### src/sv/indexed_linked_list_engine_top_assert.svh
// Assertion macros for the list engine back end.
`ifndef INDEXED_LINKED_LIST_ENGINE_TOP_ASSERT_SVH
`define INDEXED_LINKED_LIST_ENGINE_TOP_ASSERT_SVH

// Condition must hold at every clock edge outside reset.
`define ILE_ASSERT_ALWAYS(label, cond, msg) \
  label: assert property (@(posedge clk) disable iff (rst) (cond)) else $error(msg);

// Consequent must hold in the same cycle as the antecedent.
`define ILE_ASSERT_IMPL(label, ante, cons, msg) \
  label: assert property (@(posedge clk) disable iff (rst) (ante) |-> (cons)) else $error(msg);

`endif

### src/sv/ile_pkg.sv
// Shared types and codes for the indexed linked list engine.
package ile_pkg;

  localparam logic [3:0] OP_INSERT     = 4'd0;
  localparam logic [3:0] OP_PUSH_FRONT = 4'd1;
  localparam logic [3:0] OP_PUSH_BACK  = 4'd2;
  localparam logic [3:0] OP_GET        = 4'd3;
  localparam logic [3:0] OP_SET        = 4'd4;
  localparam logic [3:0] OP_REMOVE     = 4'd5;
  localparam logic [3:0] OP_POP_FRONT  = 4'd6;
  localparam logic [3:0] OP_POP_BACK   = 4'd7;
  localparam logic [3:0] OP_CLEAR      = 4'd8;

  localparam logic [1:0] ST_OK    = 2'd0;
  localparam logic [1:0] ST_RANGE = 2'd1;
  localparam logic [1:0] ST_FULL  = 2'd2;

  localparam int POS_BITS = 7;

  typedef enum logic [2:0] {
    K_NOP,
    K_INS,
    K_GET,
    K_SET,
    K_REM,
    K_CLR
  } kind_t;

  // Which list position the command addresses.
  typedef enum logic [1:0] {
    SEL_POS,
    SEL_FIRST,
    SEL_LAST
  } sel_t;

  typedef struct packed {
    kind_t                kind;
    sel_t                 sel;
    logic [POS_BITS-1:0]  pos;
  } cmd_t;

  typedef enum logic [3:0] {
    S_IDLE,
    S_CHECK,
    S_ALLOC,
    S_APPEND,
    S_WALK,
    S_ACT,
    S_DCAP,
    S_REMWR,
    S_LNK1,
    S_LNK2,
    S_HEAD,
    S_TAIL,
    S_OUT
  } bstate_t;

endpackage

### src/sv/ile_front.sv
// Front end: accepts requests and classifies them into list commands.
module ile_front import ile_pkg::*; #(
  parameter int WORD_BITS = 32
) (
  input  logic                 in_valid,
  output logic                 in_ready,
  input  logic [3:0]           op,
  input  logic [POS_BITS-1:0]  position,
  input  logic [31:0]          data_in,
  output logic                 push,
  input  logic                 push_ready,
  output cmd_t                 cmd,
  output logic [WORD_BITS-1:0] word
);

  assign in_ready = push_ready;
  assign push     = in_valid;
  assign word     = WORD_BITS'(data_in);

  always_comb begin
    cmd.pos  = position;
    cmd.sel  = SEL_POS;
    cmd.kind = K_NOP;
    case (op)
      OP_INSERT:     cmd.kind = K_INS;
      OP_PUSH_FRONT: begin
        cmd.kind = K_INS;
        cmd.sel  = SEL_FIRST;
      end
      OP_PUSH_BACK:  begin
        cmd.kind = K_INS;
        cmd.sel  = SEL_LAST;
      end
      OP_GET:        cmd.kind = K_GET;
      OP_SET:        cmd.kind = K_SET;
      OP_REMOVE:     cmd.kind = K_REM;
      OP_POP_FRONT:  begin
        cmd.kind = K_REM;
        cmd.sel  = SEL_FIRST;
      end
      OP_POP_BACK:   begin
        cmd.kind = K_REM;
        cmd.sel  = SEL_LAST;
      end
      OP_CLEAR:      cmd.kind = K_CLR;
      default:       cmd.kind = K_NOP;
    endcase
  end

endmodule

### src/sv/ile_queue.sv
// Two-entry command queue between front end and list sequencer.
module ile_queue import ile_pkg::*; #(
  parameter int WORD_BITS = 32
) (
  input  logic                 clk,
  input  logic                 rst,
  input  logic                 push,
  output logic                 push_ready,
  input  cmd_t                 push_cmd,
  input  logic [WORD_BITS-1:0] push_word,
  output logic                 pop_valid,
  input  logic                 pop,
  output cmd_t                 pop_cmd,
  output logic [WORD_BITS-1:0] pop_word
);

  cmd_t                 cmds  [2];
  logic [WORD_BITS-1:0] words [2];
  logic                 wptr;
  logic                 rptr;
  logic [1:0]           fill;
  logic                 do_push;
  logic                 do_pop;

  assign push_ready = (fill != 2'd2);
  assign pop_valid  = (fill != 2'd0);
  assign do_push    = push && push_ready;
  assign do_pop     = pop && pop_valid;
  assign pop_cmd    = cmds[rptr];
  assign pop_word   = words[rptr];

  always_ff @(posedge clk) begin
    if (do_push) begin
      cmds[wptr]  <= push_cmd;
      words[wptr] <= push_word;
    end
    if (rst) begin
      wptr <= 1'b0;
      rptr <= 1'b0;
      fill <= 2'd0;
    end else begin
      if (do_push) wptr <= ~wptr;
      if (do_pop)  rptr <= ~rptr;
      fill <= fill + {1'b0, do_push} - {1'b0, do_pop};
    end
  end

endmodule

### src/sv/ile_back.sv
// Back end: list sequencer with node pool memories, walk, relink and result register.
module ile_back import ile_pkg::*; #(
  parameter int POOL_DEPTH = 64,
  parameter int WORD_BITS  = 32
) (
  input  logic                 clk,
  input  logic                 rst,
  input  logic                 q_valid,
  output logic                 q_pop,
  input  cmd_t                 q_cmd,
  input  logic [WORD_BITS-1:0] q_word,
  output logic                 out_valid,
  input  logic                 out_ready,
  output logic [1:0]           status,
  output logic [31:0]          data_out,
  output logic [6:0]           item_count,
  output logic [31:0]          head_data,
  output logic [31:0]          tail_data
);

  `include "indexed_linked_list_engine_top_assert.svh"

  localparam int SW  = (POOL_DEPTH > 1) ? $clog2(POOL_DEPTH) : 1;
  localparam int CW  = $clog2(POOL_DEPTH + 1);
  localparam int PW  = (CW > POS_BITS) ? CW : POS_BITS;
  localparam int NCH = (POOL_DEPTH + 7) / 8;
  localparam int CHW = (NCH > 1) ? $clog2(NCH) : 1;
  localparam int IW  = $clog2(NCH * 8);

  // pool memories
  logic [WORD_BITS-1:0] words_mem [POOL_DEPTH];
  logic [SW-1:0]        nxt_mem   [POOL_DEPTH];
  logic [SW-1:0]        prv_mem   [POOL_DEPTH];
  logic [WORD_BITS-1:0] word_rd;
  logic [SW-1:0]        nxt_rd;
  logic [SW-1:0]        prv_rd;

  logic                 w_we;
  logic [SW-1:0]        w_waddr;
  logic [WORD_BITS-1:0] w_wdata;
  logic [SW-1:0]        w_raddr;
  logic                 n_we;
  logic [SW-1:0]        n_waddr;
  logic [SW-1:0]        n_wdata;
  logic                 p_we;
  logic [SW-1:0]        p_waddr;
  logic [SW-1:0]        p_wdata;
  logic [SW-1:0]        l_raddr;

  bstate_t              state, state_next;
  cmd_t                 cmd, cmd_next;
  logic [WORD_BITS-1:0] word, word_next;
  logic [PW-1:0]        pos_r, pos_r_next;
  logic [SW-1:0]        head, head_next;
  logic [SW-1:0]        tail, tail_next;
  logic [CW-1:0]        count, count_next;
  logic [POOL_DEPTH-1:0] inuse, inuse_next;
  logic [SW-1:0]        nslot, nslot_next;
  logic [SW-1:0]        loc, loc_next;
  logic [SW-1:0]        cur, cur_next;
  logic                 fresh, fresh_next;
  logic [PW-1:0]        rem, rem_next;
  logic                 dir, dir_next;
  logic [CHW-1:0]       chunk, chunk_next;
  logic [1:0]           st, st_next;
  logic [WORD_BITS-1:0] dout, dout_next;
  logic [WORD_BITS-1:0] hword, hword_next;
  logic                 out_valid_next;
  logic                 res_load;
  logic [1:0]           status_next;
  logic [31:0]          data_out_next;
  logic [6:0]           item_count_next;
  logic [31:0]          head_data_next;
  logic [31:0]          tail_data_next;

  always_ff @(posedge clk) begin
    if (w_we) words_mem[w_waddr] <= w_wdata;
    if (n_we) nxt_mem[n_waddr] <= n_wdata;
    if (p_we) prv_mem[p_waddr] <= p_wdata;
    word_rd <= words_mem[w_raddr];
    nxt_rd  <= nxt_mem[l_raddr];
    prv_rd  <= prv_mem[l_raddr];
  end

  always_comb begin
    logic [PW-1:0]  cnt_ext;
    logic [PW-1:0]  cm1;
    logic [PW-1:0]  pe;
    logic [PW-1:0]  wpos;
    logic           wk_dir;
    logic [PW-1:0]  wk_rem;
    logic [SW-1:0]  wk_start;
    logic [SW-1:0]  eff;
    logic           found;
    logic [IW-1:0]  idx;
    logic [IW-1:0]  fidx;

    cnt_ext = PW'(count);
    cm1     = cnt_ext - PW'(1);
    pe      = PW'(cmd.pos);
    case (cmd.sel)
      SEL_FIRST: pe = '0;
      SEL_LAST:  pe = (cmd.kind == K_INS) ? cnt_ext : cm1;
      default:   pe = PW'(cmd.pos);
    endcase

    // walk from the nearer end
    wpos = (state == S_CHECK) ? pe : pos_r;
    if (wpos > (cm1 >> 1)) begin
      wk_dir   = 1'b1;
      wk_start = tail;
      wk_rem   = cm1 - wpos;
    end else begin
      wk_dir   = 1'b0;
      wk_start = head;
      wk_rem   = wpos;
    end

    eff = fresh ? (dir ? prv_rd : nxt_rd) : cur;

    // lowest free slot within the current chunk of eight
    found = 1'b0;
    fidx  = '0;
    for (int j = 7; j >= 0; j--) begin
      idx = IW'(chunk) * IW'(8) + IW'(j);
      if ((int'(idx) < POOL_DEPTH) && !inuse[idx[SW-1:0]]) begin
        found = 1'b1;
        fidx  = idx;
      end
    end

    state_next = state;
    cmd_next   = cmd;
    word_next  = word;
    pos_r_next = pos_r;
    head_next  = head;
    tail_next  = tail;
    count_next = count;
    inuse_next = inuse;
    nslot_next = nslot;
    loc_next   = loc;
    cur_next   = cur;
    fresh_next = fresh;
    rem_next   = rem;
    dir_next   = dir;
    chunk_next = chunk;
    st_next    = st;
    dout_next  = dout;
    hword_next = hword;
    q_pop      = 1'b0;
    res_load   = 1'b0;

    w_we    = 1'b0;
    w_waddr = nslot;
    w_wdata = word;
    w_raddr = tail;
    n_we    = 1'b0;
    n_waddr = nslot;
    n_wdata = loc;
    p_we    = 1'b0;
    p_waddr = nslot;
    p_wdata = prv_rd;
    l_raddr = loc;

    case (state)
      S_IDLE: begin
        q_pop = 1'b1;
        if (q_valid) begin
          cmd_next   = q_cmd;
          word_next  = q_word;
          state_next = S_CHECK;
        end
      end
      S_CHECK: begin
        st_next    = ST_OK;
        dout_next  = '0;
        pos_r_next = pe;
        case (cmd.kind)
          K_CLR: begin
            inuse_next = '0;
            head_next  = '0;
            tail_next  = '0;
            count_next = '0;
            state_next = S_HEAD;
          end
          K_INS: begin
            if (pe > cnt_ext) begin
              st_next    = ST_RANGE;
              state_next = S_HEAD;
            end else if (count == CW'(POOL_DEPTH)) begin
              st_next    = ST_FULL;
              state_next = S_HEAD;
            end else begin
              chunk_next = '0;
              state_next = S_ALLOC;
            end
          end
          K_GET, K_SET, K_REM: begin
            if ((count == '0) || (pe >= cnt_ext)) begin
              st_next    = ST_RANGE;
              state_next = S_HEAD;
            end else begin
              dir_next   = wk_dir;
              cur_next   = wk_start;
              rem_next   = wk_rem;
              fresh_next = 1'b0;
              state_next = S_WALK;
            end
          end
          default: state_next = S_HEAD;
        endcase
      end
      S_ALLOC: begin
        if (found) begin
          nslot_next = fidx[SW-1:0];
          if ((count == '0) || (pos_r == cnt_ext)) begin
            state_next = S_APPEND;
          end else begin
            dir_next   = wk_dir;
            cur_next   = wk_start;
            rem_next   = wk_rem;
            fresh_next = 1'b0;
            state_next = S_WALK;
          end
        end else begin
          chunk_next = chunk + CHW'(1);
        end
      end
      S_APPEND: begin
        w_we = 1'b1;
        if (count == '0) begin
          head_next = nslot;
        end else begin
          n_we    = 1'b1;
          n_waddr = tail;
          n_wdata = nslot;
          p_we    = 1'b1;
          p_waddr = nslot;
          p_wdata = tail;
        end
        tail_next         = nslot;
        inuse_next[nslot] = 1'b1;
        count_next        = count + CW'(1);
        state_next        = S_HEAD;
      end
      S_WALK: begin
        l_raddr = eff;
        if (rem == '0) begin
          loc_next   = eff;
          state_next = S_ACT;
        end else begin
          cur_next   = eff;
          fresh_next = 1'b1;
          rem_next   = rem - PW'(1);
        end
      end
      S_ACT: begin
        w_raddr = loc;
        l_raddr = loc;
        case (cmd.kind)
          K_REM:   state_next = S_REMWR;
          K_INS:   state_next = S_LNK1;
          default: state_next = S_DCAP;
        endcase
      end
      S_DCAP: begin
        dout_next = word_rd;
        if (cmd.kind == K_SET) begin
          w_we    = 1'b1;
          w_waddr = loc;
        end
        state_next = S_HEAD;
      end
      S_REMWR: begin
        dout_next = word_rd;
        if (pos_r == '0) begin
          head_next = nxt_rd;
        end else begin
          n_we    = 1'b1;
          n_waddr = prv_rd;
          n_wdata = nxt_rd;
        end
        if (pos_r == cm1) begin
          tail_next = prv_rd;
        end else begin
          p_we    = 1'b1;
          p_waddr = nxt_rd;
          p_wdata = prv_rd;
        end
        inuse_next[loc] = 1'b0;
        count_next      = count - CW'(1);
        if (count == CW'(1)) begin
          head_next = '0;
          tail_next = '0;
        end
        state_next = S_HEAD;
      end
      S_LNK1: begin
        w_we       = 1'b1;
        n_we       = 1'b1;
        p_we       = 1'b1;
        cur_next   = prv_rd;
        state_next = S_LNK2;
      end
      S_LNK2: begin
        p_we    = 1'b1;
        p_waddr = loc;
        p_wdata = nslot;
        if (pos_r == '0) begin
          head_next = nslot;
        end else begin
          n_we    = 1'b1;
          n_waddr = cur;
          n_wdata = nslot;
        end
        inuse_next[nslot] = 1'b1;
        count_next        = count + CW'(1);
        state_next        = S_HEAD;
      end
      S_HEAD: begin
        w_raddr    = head;
        state_next = S_TAIL;
      end
      S_TAIL: begin
        hword_next = word_rd;
        state_next = S_OUT;
      end
      S_OUT: begin
        if (!out_valid || out_ready) begin
          res_load   = 1'b1;
          state_next = S_IDLE;
        end
      end
      default: state_next = S_IDLE;
    endcase
  end

  always_comb begin
    logic [63:0] d_ext;
    logic [63:0] h_ext;
    logic [63:0] t_ext;
    d_ext           = 64'(dout);
    h_ext           = (count != '0) ? 64'(hword) : 64'd0;
    t_ext           = (count != '0) ? 64'(word_rd) : 64'd0;
    status_next     = st;
    data_out_next   = d_ext[31:0];
    item_count_next = 7'(count);
    head_data_next  = h_ext[31:0];
    tail_data_next  = t_ext[31:0];
    out_valid_next  = res_load ? 1'b1 : (out_valid && !out_ready);
  end

  always_ff @(posedge clk) begin
    cmd   <= cmd_next;
    word  <= word_next;
    pos_r <= pos_r_next;
    nslot <= nslot_next;
    loc   <= loc_next;
    cur   <= cur_next;
    fresh <= fresh_next;
    rem   <= rem_next;
    dir   <= dir_next;
    chunk <= chunk_next;
    st    <= st_next;
    dout  <= dout_next;
    hword <= hword_next;
    if (res_load) begin
      status     <= status_next;
      data_out   <= data_out_next;
      item_count <= item_count_next;
      head_data  <= head_data_next;
      tail_data  <= tail_data_next;
    end
    if (rst) begin
      state     <= S_IDLE;
      head      <= '0;
      tail      <= '0;
      count     <= '0;
      inuse     <= '0;
      out_valid <= 1'b0;
    end else begin
      state     <= state_next;
      head      <= head_next;
      tail      <= tail_next;
      count     <= count_next;
      inuse     <= inuse_next;
      out_valid <= out_valid_next;
    end
  end

  `ILE_ASSERT_ALWAYS(a_count_bound, count <= CW'(POOL_DEPTH), "entry count above pool depth")
  `ILE_ASSERT_ALWAYS(a_count_matches_pool, $countones(inuse) == count, "allocated slots != count")
  `ILE_ASSERT_IMPL(a_full_only_when_full, res_load && (st == ST_FULL), count == CW'(POOL_DEPTH), "full status with free slots")

endmodule

### src/sv/indexed_linked_list_engine_top.sv
// Indexed doubly linked list engine over a fixed node pool. Requests are
// taken into a two-entry queue and run one at a time by the list sequencer;
// each transaction yields one result held in an output register. Get, set
// and remove walk link by link to the position from the nearer end (at most
// half the count); pops follow no links. Inserts scan the pool for the lowest
// free slot in chunks of eight pool slots; an append or push back then links
// at the tail, while an insert inside the list also walks to its position.
// Clear, unknown codes and range or full errors skip the walk and relink.
// The sequencer waits in its output state while an earlier result is not
// yet taken.
module indexed_linked_list_engine_top import ile_pkg::*; #(
  parameter int POOL_DEPTH = 64,
  parameter int WORD_BITS  = 32
) (
  input  logic                clk,
  input  logic                rst,
  input  logic                in_valid,
  output logic                in_ready,
  input  logic [3:0]          op,
  input  logic [POS_BITS-1:0] position,
  input  logic [31:0]         data_in,
  output logic                out_valid,
  input  logic                out_ready,
  output logic [1:0]          status,
  output logic [31:0]         data_out,
  output logic [6:0]          item_count,
  output logic [31:0]         head_data,
  output logic [31:0]         tail_data
);

  logic                 push;
  logic                 push_ready;
  cmd_t                 f_cmd;
  logic [WORD_BITS-1:0] f_word;
  logic                 q_valid;
  logic                 q_pop;
  cmd_t                 q_cmd;
  logic [WORD_BITS-1:0] q_word;

  ile_front #(.WORD_BITS(WORD_BITS)) u_front (
    .in_valid   (in_valid),
    .in_ready   (in_ready),
    .op         (op),
    .position   (position),
    .data_in    (data_in),
    .push       (push),
    .push_ready (push_ready),
    .cmd        (f_cmd),
    .word       (f_word)
  );

  ile_queue #(.WORD_BITS(WORD_BITS)) u_queue (
    .clk        (clk),
    .rst        (rst),
    .push       (push),
    .push_ready (push_ready),
    .push_cmd   (f_cmd),
    .push_word  (f_word),
    .pop_valid  (q_valid),
    .pop        (q_pop),
    .pop_cmd    (q_cmd),
    .pop_word   (q_word)
  );

  ile_back #(.POOL_DEPTH(POOL_DEPTH), .WORD_BITS(WORD_BITS)) u_back (
    .clk        (clk),
    .rst        (rst),
    .q_valid    (q_valid),
    .q_pop      (q_pop),
    .q_cmd      (q_cmd),
    .q_word     (q_word),
    .out_valid  (out_valid),
    .out_ready  (out_ready),
    .status     (status),
    .data_out   (data_out),
    .item_count (item_count),
    .head_data  (head_data),
    .tail_data  (tail_data)
  );

endmodule

### config.mk
export PLATFORM = sky130hd
export DESIGN_NAME = indexed_linked_list_engine_top
export DESIGN_NICKNAME = d
export VERILOG_FILES = /design/src/sv/ile_pkg.sv /design/src/sv/ile_front.sv /design/src/sv/ile_queue.sv /design/src/sv/ile_back.sv /design/src/sv/indexed_linked_list_engine_top.sv
export VERILOG_INCLUDE_DIRS = /design/src /design/src/sv
export SDC_FILE = /design/constraint.sdc
export NUM_CORES = 2
export LEC_CHECK = 0
export ABC_AREA = 0
export BUFFER_PORTS_ARGS = -buffer_cell sky130_fd_sc_hd__buf_2
export CAP_MARGIN = 20
export CELL_PAD_IN_SITES_DETAIL_PLACEMENT = 0
export CELL_PAD_IN_SITES_GLOBAL_PLACEMENT = 1
export CORE_ASPECT_RATIO = 1.1
export CORE_MARGIN = 1.5
export CORE_UTILIZATION = 50
export DETAILED_ROUTE_END_ITERATION = 7
export GPL_ROUTABILITY_DRIVEN = 1
export GPL_TIMING_DRIVEN = 1
export PLACE_DENSITY = 0.84
export SLEW_MARGIN = 0
export SYNTH_ARGS = -nofsm -noshare
export SYNTH_HDL_FRONTEND = slang
export SYNTH_SLANG_ARGS = --single-unit
### constraint.sdc
create_clock -name clk -period 7.88 [get_ports clk]
set_input_delay 1.576 -clock clk [delete_from_list [all_inputs] [get_ports clk]]
set_output_delay 1.576 -clock clk [all_outputs]
set_load 0.05 [all_outputs]
==> summary.txt <==
status: finished, violations left
violated checks: DRC
Leak: 49.1 nW
Layout Nets: 9071
#FFs+latches synth: 3292
clk slew on worst S/H paths: 0.06 ns
first-pass iteration count of the detailed router: 8
CP Data Required Time: 8.68 ns
DR vias: 79700
Setup-failing EPs final: 0
Critical-path top delay cell: dfxtp_2
hold buffers post-CTS: 0
Mapped Avg Cell Area: 14.6 um^2
post-layout minimum cycle time: 5.92 ns
Slew headroom: 0.173
largest net degree at the start of global routing: 145
dpl cell area: 135000 um^2
die area: 261000 um^2
pre-CTS setup slack: 1.96 ns
CP endpoint kind: flop
Max Root-Sink Buffers: 4
Worst Hold Class: flop to flop
Total Wirelength: 362000 um
root buf cell: clkbuf_16
WL per Instance: 28.5 um
gp weighted congestion: 0.886
# clock sinks: 3292
Die Span X: 488 um
Async SR Flop Fraction: 0
Initial DRC Count: 11200
crit share post-route: 0.751
mapped cell area: 129000 um^2
Top Family by Delay on Critical Path: simple AND/OR/NAND/NOR gates
largest area contributor in the netlist: edfxtp_1
Yosys warnings: 0
Cell variety after synth: 85
Synth Flop Type: edfxtp_1
most frequent CP cell: buf_4
kind of critical path: flop to flop
GRT Total Usage: 0.271
Filler Cells Inserted: 19500
Synth top area share: 0.732
final core utilization: 0.568
crit path DAT: 6.72 ns
endpoints failing hold: 0
starting density of the core: 0.503
CP max FO: 55
dominant cells by area after synthesis: edfxtp_1 73%, nand2_1 5.2%, mux2i_1 2.6%, dfxtp_1 2.2%, nand3_1 1.9%
area growth from synthesis to layout: 12.9%
Slew @ Worst Pin: 1.23 ns
Post-Syn Nets: 8897
Cells after Synth: 8820
pwr/cell area: 341 nW/um^2
io pins: 154
first-pass GRT wire length: 521000 um
CTS tree: yes
Fin Clk Skew: 0.0847 ns
htree depth: 5
crit-path max cell delay: 1.02 ns
fin worst setup slack: 1.96 ns
Via density: 6.27
Startpoint Class: flop
core area: 257000 um^2
row count: 195
critical path cell sequence: nor4bb_2 > or3b_2 > and2_4 > buf_4 > buf_4 > mux2i_1 > a32oi_1 > a31oi_1 > nor4_2 > o21a_1
vias in the first global route: 77400
fraction of layout cells with a size suffix above 1: 0.142
ANT nets after route: 0
DRC: 12
RSZ-0062 raised after global routing: no
Inserted Clock Buffers: 326
Slew Limit Fails: 0
gr ovfl total: 0
design area: 146000 um^2
Setup Fix Bufs, Post-CTS: 0
number of flops mapped to enable cells by yosys: 3149
setup TNS: 0 ns
PortBufs: 153
Max Clk Rate: 169 MHz
max-cap viol count: 0
worst IR drop on VDD: 0.000365 V
CP bufs+invs: 2
Clock Latency Late Sink: 0.91 ns
Die Y: 536 um
antenna violations before repair: 16
hpwl dp: 202000 um
register area share after synthesis: 0.754
CTS resizes: 0
-- kinds of logic after synthesis --
group | synth area share
DFF | 0.754
muxes | 0.0555
xor gates and xnor gates | 0.00290
adders and majority gates | 0.00304
and+or+nand+nor | 0.101
AOI/OAI and AO/OA | 0.0650
buffers and inverters | 0.0189
-- cells in the mapped netlist, drive strengths merged, types with 20 or more instances --
library cell and number:
edfxtp 3149, nand2 1786, nand3 492, clkbuf 398, a21oi 335, mux2i 331
nor2 257, a31oi 244, mux2 214, a32oi 207, buf 162, dfxtp 143
nor4 118, o22ai 110, o21ai 107, nor3 81, and2 80, mux4 64
nor2b 49, o32ai 49, and3 47, inv 45, a221oi 31, ha 29
nand2b 25, xnor2 25, a211oi 22, a22o 21, a22oi 20
-- layout by cell type (no fill, tap or decap), types with 36 or more instances in the layout --
cell / instances
a21oi_1: 332
a31oi_1: 244
a32oi_1: 207
and2_1: 76
and3_1: 45
buf_2: 162
buf_4: 210
bufinv_16: 39
clkbuf_1: 59
clkbuf_16: 330
clkinv_1: 66
clkinv_2: 55
dfxtp_1: 141
edfxtp_1: 3149
inv_1: 36
mux2_2: 214
mux2i_1: 330
mux4_2: 64
nand2_1: 1774
nand3_1: 488
nor2_1: 187
nor2_4: 67
nor2b_1: 44
nor3_1: 80
nor4_1: 96
o21ai_0: 104
o22ai_1: 110
o32ai_1: 49
-- where the power goes --
part	switching (mW)	internal [mW]	leakage, nW	total (mW)
clock network	6.57	9.03	5.18	15.6
logic	8.59	3.28	14.4	11.9
registers	0.697	21.6	29.6	22.3
total	15.9	33.9	49.1	49.7
-- state kept, by name, summed over array words and instances (netlist names), 7 cells and up --
name                  flops
u_back.cmd               12
u_back.count              7
u_back.data_out          32
u_back.data_out_next     32
u_back.head_data         32
u_back.hword             32
u_back.inuse             64
u_back.item_count         7
u_back.nxt_mem          384
u_back.pos_r              7
u_back.prv_mem          384
u_back.rem                7
u_back.tail_data         32
u_back.w_wdata           32
u_back.word_rd           32
u_back.words_mem       2048
u_queue.cmds             24
u_queue.words            64
-- area by class of cell --
class                           count  area, um^2  share of cell area
Antenna cell                        8        20.0            0.000137
Multi-Input combinational cell   4921       30200               0.207
Clock inverter                    191        2080              0.0143
Timing Repair Buffer              406        3030              0.0208
Clock buffer                      393        8530              0.0585
Sequential cell                  3292       97400               0.668
Inverter                           47         176             0.00121
Tap cell                         3447        4310              0.0296
-- worst reg2reg max path: stages, from the launching register on --
cell	delay, ns
dfxtp_2	1.02
nor4bb_2	0.88
or3b_2	0.30
and2_4	0.78
buf_4	0.70
buf_4	0.63
mux2i_1	0.21
a32oi_1	0.18
a31oi_1	0.16
nor4_2	0.77
o21a_1	0.23
-- metrics by stage --
stage | instances | total power [mW] | hold WS, ns
detailed placement | 12100 | 34.2 | 0.405
CTS | 12700 | 49.6 | 0.418
global route | 12700 | 51.1 | 0.418
floorplan | 8820 | 29.2 | 0.400
finish | 12700 | 49.7 | 0.416
global placement | 12100 | 33.9 | 0.404
-- worst paths after layout --
check	slack, ns	depth (start not counted)	from	to
max	1.96	10	u_back.state[1]	u_back.word_rd[4]
min	0.42	0	u_back.data_out_next[3]	u_back.data_out[3]
max reg2reg	1.96	10	u_back.state[1]	u_back.word_rd[4]
min reg2reg	0.42	0	u_back.data_out_next[3]	u_back.data_out[3]
-- layer usage --
| metal | GRT usage | wire length [um] |
|---|---|---|
| met5 | 0.000367 | 34 |
| met4 | 0.121 | 18000 |
| met3 | 0.0478 | 36500 |
| met2 | 0.448 | 176000 |
| met1 | 0.351 | 132000 |
No activity file was read; power rests on OpenSTA's default activity.
